## config.mk

```make
export PLATFORM = sky130hd
export DESIGN_NAME = keyed_sequential_list_top
export DESIGN_NICKNAME = d
export VERILOG_FILES = /design/src/design/ksl_pkg.sv /design/src/design/ksl_mem.sv /design/src/design/ksl_ctrl.sv /design/src/design/keyed_sequential_list_top.sv
export VERILOG_INCLUDE_DIRS = /design/src /design/src/design
export SDC_FILE = /design/constraint.sdc
export NUM_CORES = 1
export LEC_CHECK = 0
export ABC_AREA = 1
export BUFFER_PORTS_ARGS = -buffer_cell sky130_fd_sc_hd__buf_2
export CORE_MARGIN = 5
export CORE_UTILIZATION = 61
export DETAILED_ROUTE_END_ITERATION = 10
export GPL_ROUTABILITY_DRIVEN = 0
export PLACE_DENSITY = 0.8
export SLEW_MARGIN = 30
export SYNTH_ARGS = -nofsm -noshare
export SYNTH_HDL_FRONTEND = slang
export SYNTH_SLANG_ARGS = --single-unit
export TNS_END_PERCENT = 30
```

## constraint.sdc

```tcl
create_clock -name clk -period 12.66 [get_ports clk]
set_input_delay 0.633 -clock clk [delete_from_list [all_inputs] [get_ports clk]]
set_output_delay 0.633 -clock clk [all_outputs]
set_load 0.05 [all_outputs]
```

## src/design/assert_macros.svh

```systemverilog
// Assertion macros shared by the design files.
`ifndef ASSERT_MACROS_SVH
`define ASSERT_MACROS_SVH

// The condition holds at every clock edge outside reset.
`define ASSERT_ALWAYS(label, clk, rst_n, cond) \
    label: assert property (@(posedge clk) disable iff (!rst_n) (cond)) \
        else $error("assertion failed");

// The consequent holds in the same cycle as the antecedent.
`define ASSERT_IMPLIES(label, clk, rst_n, ante, cons) \
    label: assert property (@(posedge clk) disable iff (!rst_n) (ante) |-> (cons)) \
        else $error("assertion failed");

`endif

```

## src/design/ksl_pkg.sv

```systemverilog
package ksl_pkg;

    localparam int CAPACITY_DEF = 8;

    localparam int OP_W   = 3;
    localparam int KEY_W  = 32;
    localparam int PL_W   = 64;
    localparam int ST_W   = 3;
    localparam int POS_W  = 3;
    localparam int CNT_OUT_W = 4;

    localparam logic [OP_W-1:0] OP_INS_TAIL = 3'd0;
    localparam logic [OP_W-1:0] OP_INS_HEAD = 3'd1;
    localparam logic [OP_W-1:0] OP_REMOVE   = 3'd2;
    localparam logic [OP_W-1:0] OP_LOOKUP   = 3'd3;
    localparam logic [OP_W-1:0] OP_UPDATE   = 3'd4;

    localparam logic [ST_W-1:0] ST_OK       = 3'd0;
    localparam logic [ST_W-1:0] ST_FULL     = 3'd1;
    localparam logic [ST_W-1:0] ST_DUP      = 3'd2;
    localparam logic [ST_W-1:0] ST_NOTFOUND = 3'd3;
    localparam logic [ST_W-1:0] ST_EMPTY    = 3'd4;

    typedef struct packed {
        logic [OP_W-1:0]         opcode;
        logic signed [KEY_W-1:0] key;
        logic [PL_W-1:0]         payload;
    } req_t;

    typedef struct packed {
        logic [ST_W-1:0]      status;
        logic [POS_W-1:0]     position;
        logic [PL_W-1:0]      found_payload;
        logic [CNT_OUT_W-1:0] entry_count;
    } rsp_t;

    typedef struct packed {
        logic signed [KEY_W-1:0] key;
        logic [PL_W-1:0]         payload;
    } entry_t;

    typedef struct packed {
        logic rd_en;
        logic wr_en;
    } mem_cmd_t;

endpackage

```

## src/design/ksl_mem.sv

```systemverilog
`include "assert_macros.svh"

module ksl_mem #(
    parameter int CAPACITY = ksl_pkg::CAPACITY_DEF
) (
    input  logic               clk,
    input  logic               rst_n,
    input  ksl_pkg::mem_cmd_t  cmd,
    input  logic [((CAPACITY > 1) ? $clog2(CAPACITY) : 1)-1:0] rd_addr,
    input  logic [((CAPACITY > 1) ? $clog2(CAPACITY) : 1)-1:0] wr_addr,
    input  ksl_pkg::entry_t    wr_data,
    output ksl_pkg::entry_t    rd_data
);

    ksl_pkg::entry_t mem_reg [CAPACITY];
    ksl_pkg::entry_t rd_data_reg;

    always_ff @(posedge clk)
    begin
        if (cmd.wr_en)
        begin
            mem_reg[wr_addr] <= wr_data;
        end
        if (cmd.rd_en)
        begin
            rd_data_reg <= mem_reg[rd_addr];
        end
    end

    assign rd_data = rd_data_reg;

    // The sequencer never issues a read and a write together, so one entry is never read and written at once.
    `ASSERT_ALWAYS(a_no_rd_wr_overlap, clk, rst_n, !(cmd.rd_en && cmd.wr_en))
    `ASSERT_IMPLIES(a_rd_in_range, clk, rst_n, cmd.rd_en, int'(rd_addr) < CAPACITY)
    `ASSERT_IMPLIES(a_wr_in_range, clk, rst_n, cmd.wr_en, int'(wr_addr) < CAPACITY)

endmodule

```

## src/design/ksl_ctrl.sv

```systemverilog
`include "assert_macros.svh"

module ksl_ctrl #(
    parameter int CAPACITY = ksl_pkg::CAPACITY_DEF
) (
    input  logic               clk,
    input  logic               rst_n,
    input  logic               req_valid,
    output logic               req_stall,
    input  ksl_pkg::req_t      req,
    output logic               rsp_valid,
    input  logic               rsp_stall,
    output ksl_pkg::rsp_t      rsp,
    output ksl_pkg::mem_cmd_t  mem_cmd,
    output logic [((CAPACITY > 1) ? $clog2(CAPACITY) : 1)-1:0] mem_rd_addr,
    output logic [((CAPACITY > 1) ? $clog2(CAPACITY) : 1)-1:0] mem_wr_addr,
    output ksl_pkg::entry_t    mem_wr_data,
    input  ksl_pkg::entry_t    mem_rd_data
);

    localparam int IDX_W = (CAPACITY > 1) ? $clog2(CAPACITY) : 1;
    localparam int CNT_W = $clog2(CAPACITY + 1);
    localparam int POS_W = ksl_pkg::POS_W;
    localparam int CNT_OUT_W = ksl_pkg::CNT_OUT_W;
    localparam int PL_W = ksl_pkg::PL_W;

    typedef enum logic [2:0] {
        S_IDLE,
        S_SEARCH_RD,
        S_SEARCH_CMP,
        S_DECIDE,
        S_SHIFT_RD,
        S_SHIFT_WR,
        S_WRITE,
        S_DONE
    } state_t;

    state_t                          state_reg, state_next;
    ksl_pkg::req_t                   req_reg, req_next;
    logic [CNT_W-1:0]                count_reg, count_next;
    logic [IDX_W-1:0]                ptr_reg, ptr_next;
    logic                            hit_reg, hit_next;
    logic [IDX_W-1:0]                hit_idx_reg, hit_idx_next;
    logic [PL_W-1:0]                 hit_pl_reg, hit_pl_next;
    ksl_pkg::rsp_t                   res_reg, res_next;
    ksl_pkg::rsp_t                   rsp_reg, rsp_next;
    logic                            rsp_valid_reg, rsp_valid_next;
    logic                            is_insert;
    logic                            is_full;

    assign is_insert = (req_reg.opcode == ksl_pkg::OP_INS_TAIL)
                    || (req_reg.opcode == ksl_pkg::OP_INS_HEAD);
    assign is_full = (count_reg == CNT_W'(CAPACITY));

    always_comb
    begin
        state_next     = state_reg;
        req_next       = req_reg;
        count_next     = count_reg;
        ptr_next       = ptr_reg;
        hit_next       = hit_reg;
        hit_idx_next   = hit_idx_reg;
        hit_pl_next    = hit_pl_reg;
        res_next       = res_reg;
        rsp_next       = rsp_reg;
        rsp_valid_next = rsp_valid_reg && rsp_stall;
        mem_cmd        = '0;
        mem_rd_addr    = ptr_reg;
        mem_wr_addr    = ptr_reg;
        mem_wr_data    = '{key: req_reg.key, payload: req_reg.payload};

        case (state_reg)
            S_IDLE:
            begin
                if (req_valid)
                begin
                    req_next = req;
                    ptr_next = '0;
                    hit_next = 1'b0;
                    if (count_reg == '0)
                    begin
                        state_next = S_DECIDE;
                    end
                    else
                    begin
                        state_next = S_SEARCH_RD;
                    end
                end
            end
            S_SEARCH_RD:
            begin
                mem_cmd.rd_en = 1'b1;
                state_next    = S_SEARCH_CMP;
            end
            S_SEARCH_CMP:
            begin
                if (mem_rd_data.key == req_reg.key)
                begin
                    hit_next     = 1'b1;
                    hit_idx_next = ptr_reg;
                    hit_pl_next  = mem_rd_data.payload;
                    state_next   = S_DECIDE;
                end
                else if ((CNT_W'(ptr_reg) + CNT_W'(1)) == count_reg)
                begin
                    state_next = S_DECIDE;
                end
                else
                begin
                    ptr_next   = ptr_reg + IDX_W'(1);
                    state_next = S_SEARCH_RD;
                end
            end
            S_DECIDE:
            begin
                res_next               = '0;
                res_next.status        = ksl_pkg::ST_NOTFOUND;
                state_next             = S_DONE;
                if (is_insert)
                begin
                    if (is_full)
                    begin
                        res_next.status = ksl_pkg::ST_FULL;
                    end
                    else if (hit_reg)
                    begin
                        res_next.status = ksl_pkg::ST_DUP;
                    end
                    else
                    begin
                        res_next.status = ksl_pkg::ST_OK;
                        count_next      = count_reg + CNT_W'(1);
                        if (req_reg.opcode == ksl_pkg::OP_INS_TAIL)
                        begin
                            res_next.position = POS_W'(count_reg);
                            ptr_next          = IDX_W'(count_reg);
                            state_next        = S_WRITE;
                        end
                        else if (count_reg == '0)
                        begin
                            ptr_next   = '0;
                            state_next = S_WRITE;
                        end
                        else
                        begin
                            ptr_next   = IDX_W'(count_reg);
                            state_next = S_SHIFT_RD;
                        end
                    end
                end
                else if (req_reg.opcode == ksl_pkg::OP_REMOVE)
                begin
                    if (count_reg == '0)
                    begin
                        res_next.status = ksl_pkg::ST_EMPTY;
                    end
                    else if (hit_reg)
                    begin
                        res_next.status   = ksl_pkg::ST_OK;
                        res_next.position = POS_W'(hit_idx_reg);
                        count_next        = count_reg - CNT_W'(1);
                        ptr_next          = hit_idx_reg;
                        if ((CNT_W'(hit_idx_reg) + CNT_W'(1)) != count_reg)
                        begin
                            state_next = S_SHIFT_RD;
                        end
                    end
                end
                else if (req_reg.opcode == ksl_pkg::OP_LOOKUP)
                begin
                    if (hit_reg)
                    begin
                        res_next.status        = ksl_pkg::ST_OK;
                        res_next.position      = POS_W'(hit_idx_reg);
                        res_next.found_payload = hit_pl_reg;
                    end
                end
                else if (req_reg.opcode == ksl_pkg::OP_UPDATE)
                begin
                    if (hit_reg)
                    begin
                        res_next.status   = ksl_pkg::ST_OK;
                        res_next.position = POS_W'(hit_idx_reg);
                        ptr_next          = hit_idx_reg;
                        state_next        = S_WRITE;
                    end
                end
            end
            S_SHIFT_RD:
            begin
                mem_cmd.rd_en = 1'b1;
                if (req_reg.opcode == ksl_pkg::OP_INS_HEAD)
                begin
                    mem_rd_addr = ptr_reg - IDX_W'(1);
                end
                else
                begin
                    mem_rd_addr = ptr_reg + IDX_W'(1);
                end
                state_next = S_SHIFT_WR;
            end
            S_SHIFT_WR:
            begin
                mem_cmd.wr_en = 1'b1;
                mem_wr_data   = mem_rd_data;
                if (req_reg.opcode == ksl_pkg::OP_INS_HEAD)
                begin
                    ptr_next = ptr_reg - IDX_W'(1);
                    if (ptr_reg == IDX_W'(1))
                    begin
                        state_next = S_WRITE;
                    end
                    else
                    begin
                        state_next = S_SHIFT_RD;
                    end
                end
                else
                begin
                    ptr_next = ptr_reg + IDX_W'(1);
                    if ((CNT_W'(ptr_reg) + CNT_W'(1)) == count_reg)
                    begin
                        state_next = S_DONE;
                    end
                    else
                    begin
                        state_next = S_SHIFT_RD;
                    end
                end
            end
            S_WRITE:
            begin
                mem_cmd.wr_en = 1'b1;
                state_next    = S_DONE;
            end
            S_DONE:
            begin
                if (!(rsp_valid_reg && rsp_stall))
                begin
                    rsp_next             = res_reg;
                    rsp_next.entry_count = CNT_OUT_W'(count_reg);
                    rsp_valid_next       = 1'b1;
                    state_next           = S_IDLE;
                end
            end
            default:
            begin
                state_next = S_IDLE;
            end
        endcase
    end

    always_ff @(posedge clk or negedge rst_n)
    begin
        if (!rst_n)
        begin
            state_reg     <= S_IDLE;
            count_reg     <= '0;
            rsp_valid_reg <= 1'b0;
            hit_reg       <= 1'b0;
            ptr_reg       <= '0;
        end
        else
        begin
            state_reg     <= state_next;
            count_reg     <= count_next;
            rsp_valid_reg <= rsp_valid_next;
            hit_reg       <= hit_next;
            ptr_reg       <= ptr_next;
        end
    end

    always_ff @(posedge clk)
    begin
        req_reg     <= req_next;
        hit_idx_reg <= hit_idx_next;
        hit_pl_reg  <= hit_pl_next;
        res_reg     <= res_next;
        rsp_reg     <= rsp_next;
    end

    assign req_stall = (state_reg != S_IDLE);
    assign rsp_valid = rsp_valid_reg;
    assign rsp       = rsp_reg;

    `ASSERT_ALWAYS(a_count_bound, clk, rst_n, int'(count_reg) <= CAPACITY)
    `ASSERT_IMPLIES(a_rsp_count, clk, rst_n, $rose(rsp_valid_reg),
        rsp_reg.entry_count == CNT_OUT_W'(count_reg))
    `ASSERT_IMPLIES(a_fail_zero, clk, rst_n,
        rsp_valid_reg && (rsp_reg.status != ksl_pkg::ST_OK),
        (rsp_reg.position == '0) && (rsp_reg.found_payload == '0))

endmodule

```

## src/design/keyed_sequential_list_top.sv

```systemverilog
// Ordered table of up to CAPACITY records with unique keys, held in a
// synchronous memory with one read and one write per cycle. A request word
// is taken only while the sequencer is idle; it then scans the table one
// entry at a time (read, then compare) until the key matches or the valid
// entries run out, and moves entries one place at a time (read, then write)
// for an insert at the head or a remove. The longest request is an insert at
// the head of a table holding CAPACITY-1 entries. The result word waits in
// an output register, so a new request is taken while the previous result is
// still stalled.
module keyed_sequential_list_top #(
    parameter int CAPACITY = ksl_pkg::CAPACITY_DEF
) (
    input  logic           clk,
    input  logic           rst_n,
    input  logic           req_valid,
    output logic           req_stall,
    input  ksl_pkg::req_t  req,
    output logic           rsp_valid,
    input  logic           rsp_stall,
    output ksl_pkg::rsp_t  rsp
);

    localparam int IDX_W = (CAPACITY > 1) ? $clog2(CAPACITY) : 1;

    ksl_pkg::mem_cmd_t  mem_cmd;
    logic [IDX_W-1:0]   mem_rd_addr;
    logic [IDX_W-1:0]   mem_wr_addr;
    ksl_pkg::entry_t    mem_wr_data;
    ksl_pkg::entry_t    mem_rd_data;

    ksl_mem #(
        .CAPACITY (CAPACITY)
    ) u_mem (
        .clk     (clk),
        .rst_n   (rst_n),
        .cmd     (mem_cmd),
        .rd_addr (mem_rd_addr),
        .wr_addr (mem_wr_addr),
        .wr_data (mem_wr_data),
        .rd_data (mem_rd_data)
    );

    ksl_ctrl #(
        .CAPACITY (CAPACITY)
    ) u_ctrl (
        .clk         (clk),
        .rst_n       (rst_n),
        .req_valid   (req_valid),
        .req_stall   (req_stall),
        .req         (req),
        .rsp_valid   (rsp_valid),
        .rsp_stall   (rsp_stall),
        .rsp         (rsp),
        .mem_cmd     (mem_cmd),
        .mem_rd_addr (mem_rd_addr),
        .mem_wr_addr (mem_wr_addr),
        .mem_wr_data (mem_wr_data),
        .mem_rd_data (mem_rd_data)
    );

endmodule

```

==> run metrics, run 1 <==
status=finished, final reports clean; Worst Max-Slew Pin Slew=1018 ps; multi-input logic area=8791 um^2; Fill cells=5040; Slew Viols, Final=0; FF+latch area=35550 um^2; chip height=289.6 um; type of origin of the critical path=flop; final setup margin=8657 ps; IO Port Bufs=178; core outline area=77470 um^2; syn nets=4038; Max stage delay on crit path=720 ps; WL/cell=18.67 um; top cells by area, synth=edfxtp_1 74%, nand2_1 6.8%, inv_1 5.5%, o21ai_0 4.1%, o211ai_1 1.5%; total wire length=97490 um; first-pass GRT wire length=150700 um; area leader, netlist=edfxtp_1; setup violators final=0; Setup Crit Path Kind=flop to flop; Initial Util=61.56%; clk root buf=clkbuf_16; Post-route DRC=0; maximum clock rate=0.2498 GHz; CP max-delay cell=o21ai_4; commonest non-fill, non-tap cell in the layout=edfxtp_1; TNS Setup=0 ps; CP Max Fanout=104; Placement Setup Slack=8092 ps; layout net count=4197; min cycle time layout=4003 ps; Tcrit/Tclk final=31.62%; Avg Inst Size Synth=12.14 um^2; Yosys warning total=0; worst-skew pair later-pin latency=690 ps; Placed Cells=5008; CTS buffer count=113; GRT Total Usage=23.18%; max cap viols=0; worst hold path type=input pin to flop; crit-path cells=inv_1, ha_1, xor2_1, o21ai_4, buf_12, buf_6, nand3_1, o211ai_1, o21ai_1; Crit. End Element=flop; post-DP HPWL=51310 um; RSZ-0062 raised after global routing=no; row count=102; P_int=8.543 mW; routed via count=28240; antenna-violating nets left=0; DR vias/cell=5.408; most frequent cells in the layout=1174 x edfxtp_1, 858 x nand2_1, 700 x inv_1, 391 x o21ai_0, 178 x buf_2; largest net degree at the start of global routing=304; post_cts resized=0; count of unique library cells instantiated by Yosys=35; die width=289.6 um; layout overhead on the synthesized area=11.96%; GRT overflow=0; H-tree depth=3; P_sw=4.522 mW; initial antenna violation count=1; Worst Path Required=13070 ps; max reg flops=768; Max VDD drop=0.2079 mV; relative slew slack=32.16%; sequential share of power=44.0%; die footprint=83870 um^2; Comb pwr share=30.4%; proportion of layout cells with a drive suffix above 1=11.72%; post-synthesis instance total=3928; Clk pin slew, worst setup/hold paths=60 ps; synthesized flop and latch total=1186; Clock Path Buffers=3; Ports=179; Clock power frac=25.6%; Final Non-Filler Cells=5222; drt pass-1 iters=5; TritonCTS clock tree=done; static leakage=21.06 nW; number of global-route vias before repair=27720; Iteration-0 DRC Markers=2722; final hold vios=0; post-synth top area share=73.92%; Seq/Total Area, Yosys=74.55%; TritonCTS Sinks=1186; clk_skew=27.43 ps; Synth Cell Area=47690 um^2; switch share=34.61%; CP arrival=4420 ps; Power Density=244.7 nW/um^2
## power by group through the flow
stage / Sequential, mW / Combinational [mW] / Clock [mW]
finish: 5.75 / 3.97 / 3.34
global route: 5.81 / 4.45 / 3.56
CTS: 5.75 / 3.94 / 3.39
detailed placement: 5.82 / 3.89 / 0
global placement: 5.81 / 3.68 / 0
floorplan: 6.00 / 2.76 / 0
## layer usage
metal	global-route usage, %	routed length [um]	share of wire, %
met1	31.65	39630	41
met2	39.22	48520	50
met3	3.278	6874	7.1
met4	7.633	2461	2.5
met5	0	0	0
## logic make-up (layout without fill, tap and decap cells)
family / count (synthesis) / count (layout) / share of synthesized area, %
xor+xnor: 25 / 25 / 0.4749
simple gates: 1197 / 1197 / 10.30
flops: 1186 / 1186 / 74.55
other cells: 0 / 2 / 0
fa+ha+maj: 7 / 7 / 0.1994
buf+inv: 883 / 1135 / 7.296
compound gates: 630 / 630 / 7.176
## final cells by class
cell class / count / share of cell area (%)
flip-flops and latches: 1186 / 66.59
repair buffers: 223 / 2.627
clock inverters: 74 / 1.434
inverters: 704 / 4.954
diodes: 2 / 0.009374
well taps: 1040 / 2.437
multi-input cells: 1859 / 16.47
clock buffers: 134 / 5.481
## synth_stat cells, drive strengths merged
cell,number
edfxtp,1174
nand2,860
inv,702
o21ai,516
nand3,117
nor2,114
o211ai,98
or2,98
buf,97
clkbuf,82
xnor2,17
dfrtp,12
a21oi,9
xor2,8
ha,6
nor3,4
nand4,3
o22ai,3
a22oi,2
clkinv,2
a211oi,1
a31oi,1
and2,1
fa,1
## stage by stage
step	power [mW]	utilization, %	hold WS, ps	instance area [um^2]
final	13.07	68.92	120.9	53390
after global routing	13.81	68.91	94.27	53390
after CTS	13.09	68.79	86.02	53290
after detailed placement	9.712	64.01	404.5	49590
after global placement	9.493	63.89	400.9	49490
after floorplan	8.759	-	337.4	47690
## critical path: cells and delay by family (launching register included)
kind            cells  cell delay (ps)
compound gates      3             1000
simple gates        1              200
flops               1              610
buf+inv             3             1280
fa+ha+maj           1              380
xor+xnor            1              210
## what timing repair did
| item | 4_1_cts | 5_1_grt |
|---|---|---|
| endpoints found under the hold margin | 12 | 0 |
| buffers inserted | 0 | 0 |
| hold buffers | 1 | 0 |
## worst paths after layout
path                                        from             endpoint  slack, ps  depth (start not counted)
setup / recovery           u_ctrl.mem_wr_addr[0]    u_mem.rd_data[72]       8660                          9
hold / removal                           req[76]   u_ctrl.req_reg[76]        120                          1
setup reg to reg           u_ctrl.mem_wr_addr[0]    u_mem.rd_data[72]       8660                          9
hold reg to reg               u_ctrl.res_reg[50]       u_ctrl.rsp[50]        410                          0
max in group asynchronous                  rst_n  u_ctrl.state_reg[2]      12010                          2
min in group asynchronous                  rst_n       u_ctrl.hit_reg        390                          2
(Power assumes the default switching activity.)
==> run 2: changes to the inputs <==
==> constraint.sdc (replaced) <==
create_clock -name clk -period 3.88 [get_ports clk]
set_input_delay 0.194 -clock clk [delete_from_list [all_inputs] [get_ports clk]]
set_output_delay 0.194 -clock clk [all_outputs]
set_load 0.05 [all_outputs]
==> run metrics, run 2 (same netlist as run 1, synthesis figures left out) <==
static leakage=21.53 nW; Initial Util=61.56%; Post-route DRC=0; drt pass-1 iters=7; row count=102; layout overhead on the synthesized area=14.52%; Setup Crit Path Kind=flop to flop; final hold vios=0; Post-CTS Setup Bufs=0; number of global-route vias before repair=28000; clk root buf=clkbuf_16; type of origin of the critical path=flop; WL/cell=18.57 um; Final Non-Filler Cells=5329; GRT overflow=0; P_int=28.09 mW; commonest non-fill, non-tap cell in the layout=edfxtp_1; IO Port Bufs=178; DR vias/cell=5.399; Power Density=784.6 nW/um^2; clk_skew=34.62 ps; proportion of layout cells with a drive suffix above 1=11.19%; Clock power frac=25.7%; total wire length=98940 um; Clock Path Buffers=3; post-route cell area=54610 um^2; Ports=179; most frequent cells in the layout=1174 x edfxtp_1, 858 x nand2_1, 700 x inv_1, 390 x o21ai_0, 178 x buf_2; layout net count=4303; routed via count=28770; maximum clock rate=0.3278 GHz; worst-skew pair later-pin latency=690 ps; P_sw=14.75 mW; Max VDD drop=1.374 mV; Iteration-0 DRC Markers=2791; Slew Viols, Final=0; min cycle time layout=3051 ps; Worst Max-Slew Pin Slew=978.6 ps; Max stage delay on crit path=550 ps; Placed Cells=5014; Clk pin slew, worst setup/hold paths=80 ps; placed inst area=49860 um^2; GRT Total Usage=23.52%; post-DP HPWL=51480 um; CP max-delay cell=buf_4; crit-path cells=inv_1, nand3_1, nor2_1, nand2_1, nor2_1, nand3_1, nor2_4, buf_4; TNS Setup=0 ps; setup violators final=0; CTS buffer count=114; RSZ-0062 raised after global routing=no; sequential share of power=43.9%; Tcrit/Tclk final=78.63%; largest net degree at the start of global routing=246; TritonCTS clock tree=done; switch share=34.43%; status=finished, final reports clean; Pwr Total=42.85 mW; Comb pwr share=30.4%; worst hold path type=input pin to flop; relative slew slack=34.61%; H-tree depth=3; max cap viols=0; WHS=218.8 ps; Worst Path Required=4170 ps; die footprint=83870 um^2; core outline area=77470 um^2; first-pass GRT wire length=152900 um; TritonCTS Sinks=1186; initial antenna violation count=1; Crit. End Element=flop; max reg flops=768; die width=289.6 um; antenna-violating nets left=0; CP Max Fanout=33; CP arrival=3340 ps; chip height=289.6 um
## run 2: cell types whose count changed in the layout (fill, tap and decap cells not counted), sizes merged
cell         previous run  this run
buf                   222       225
clkbuf                134       142
clkinv                 52        50
clkinvlp                4         3
diode                   2         1
dlygate4sd3             1       103
inv                   708       706
## run 2: power groups by stage
stage	logic (mW)	registers, mW	clock network [mW]
global placement	12.2	19.0	0
detailed placement	12.7	19.0	0
CTS	12.9	18.8	11.1
global route	14.6	19.0	11.7
finish	13.0	18.8	11.0
floorplan	9.05	19.3	0
## run 2: cell type report
cell class / instances / area, um^2
clock buffers: 142 / 2999
fillers: 4856 / 22850
inverters: 704 / 2644
multi-input cells: 1859 / 8791
diodes: 1 / 2.502
flip-flops and latches: 1186 / 35550
well taps: 1040 / 1301
repair buffers: 328 / 2600
clock inverters: 69 / 720.7
## run 2: repair_timing
item | 4_1_cts | 5_1_grt
hold buffers | 103 | 0
endpoints found under the hold margin | 114 | 0
resized for setup | 0 | 0
## run 2: worst paths after layout
path	start	end	slack, ps	cells past startpoint
min	req[89]	u_ctrl.req_reg[89]	220	2
min reg2reg	u_ctrl.res_reg[51]	u_ctrl.rsp[51]	410	0
max reg2reg	u_ctrl.state_reg[2]	u_ctrl.hit_pl_reg[46]	830	8
max in group asynchronous	rst_n	u_ctrl.rsp_valid	2790	3
max	u_ctrl.state_reg[2]	u_ctrl.hit_pl_reg[46]	830	8
min in group asynchronous	rst_n	u_ctrl.hit_reg	660	3
## run 2: critical path: cells and delay by family (launching register included)
family | cells | cell delay (ps)
flops | 1 | 530
simple gates | 6 | 1380
buf+inv | 2 | 730
## run 2: routing by layer
layer / track usage [%] / vias up / routed length, um
met5: 0 / - / 0
met4: 7.609 / 0 / 2810
met3: 3.835 / 217 / 7518
met2: 39.64 / 1136 / 48550
met1: 31.97 / 13780 / 40060
li1: - / 13640 / -
## run 2: metrics by stage
stage                     utilization [%]  setup WS (ps)
after floorplan                         -         -511.7
after global placement              64.36          973.9
after detailed placement            64.36          950.0
after CTS                           70.49          942.3
after global routing                70.50          701.6
final                               70.50          829.2
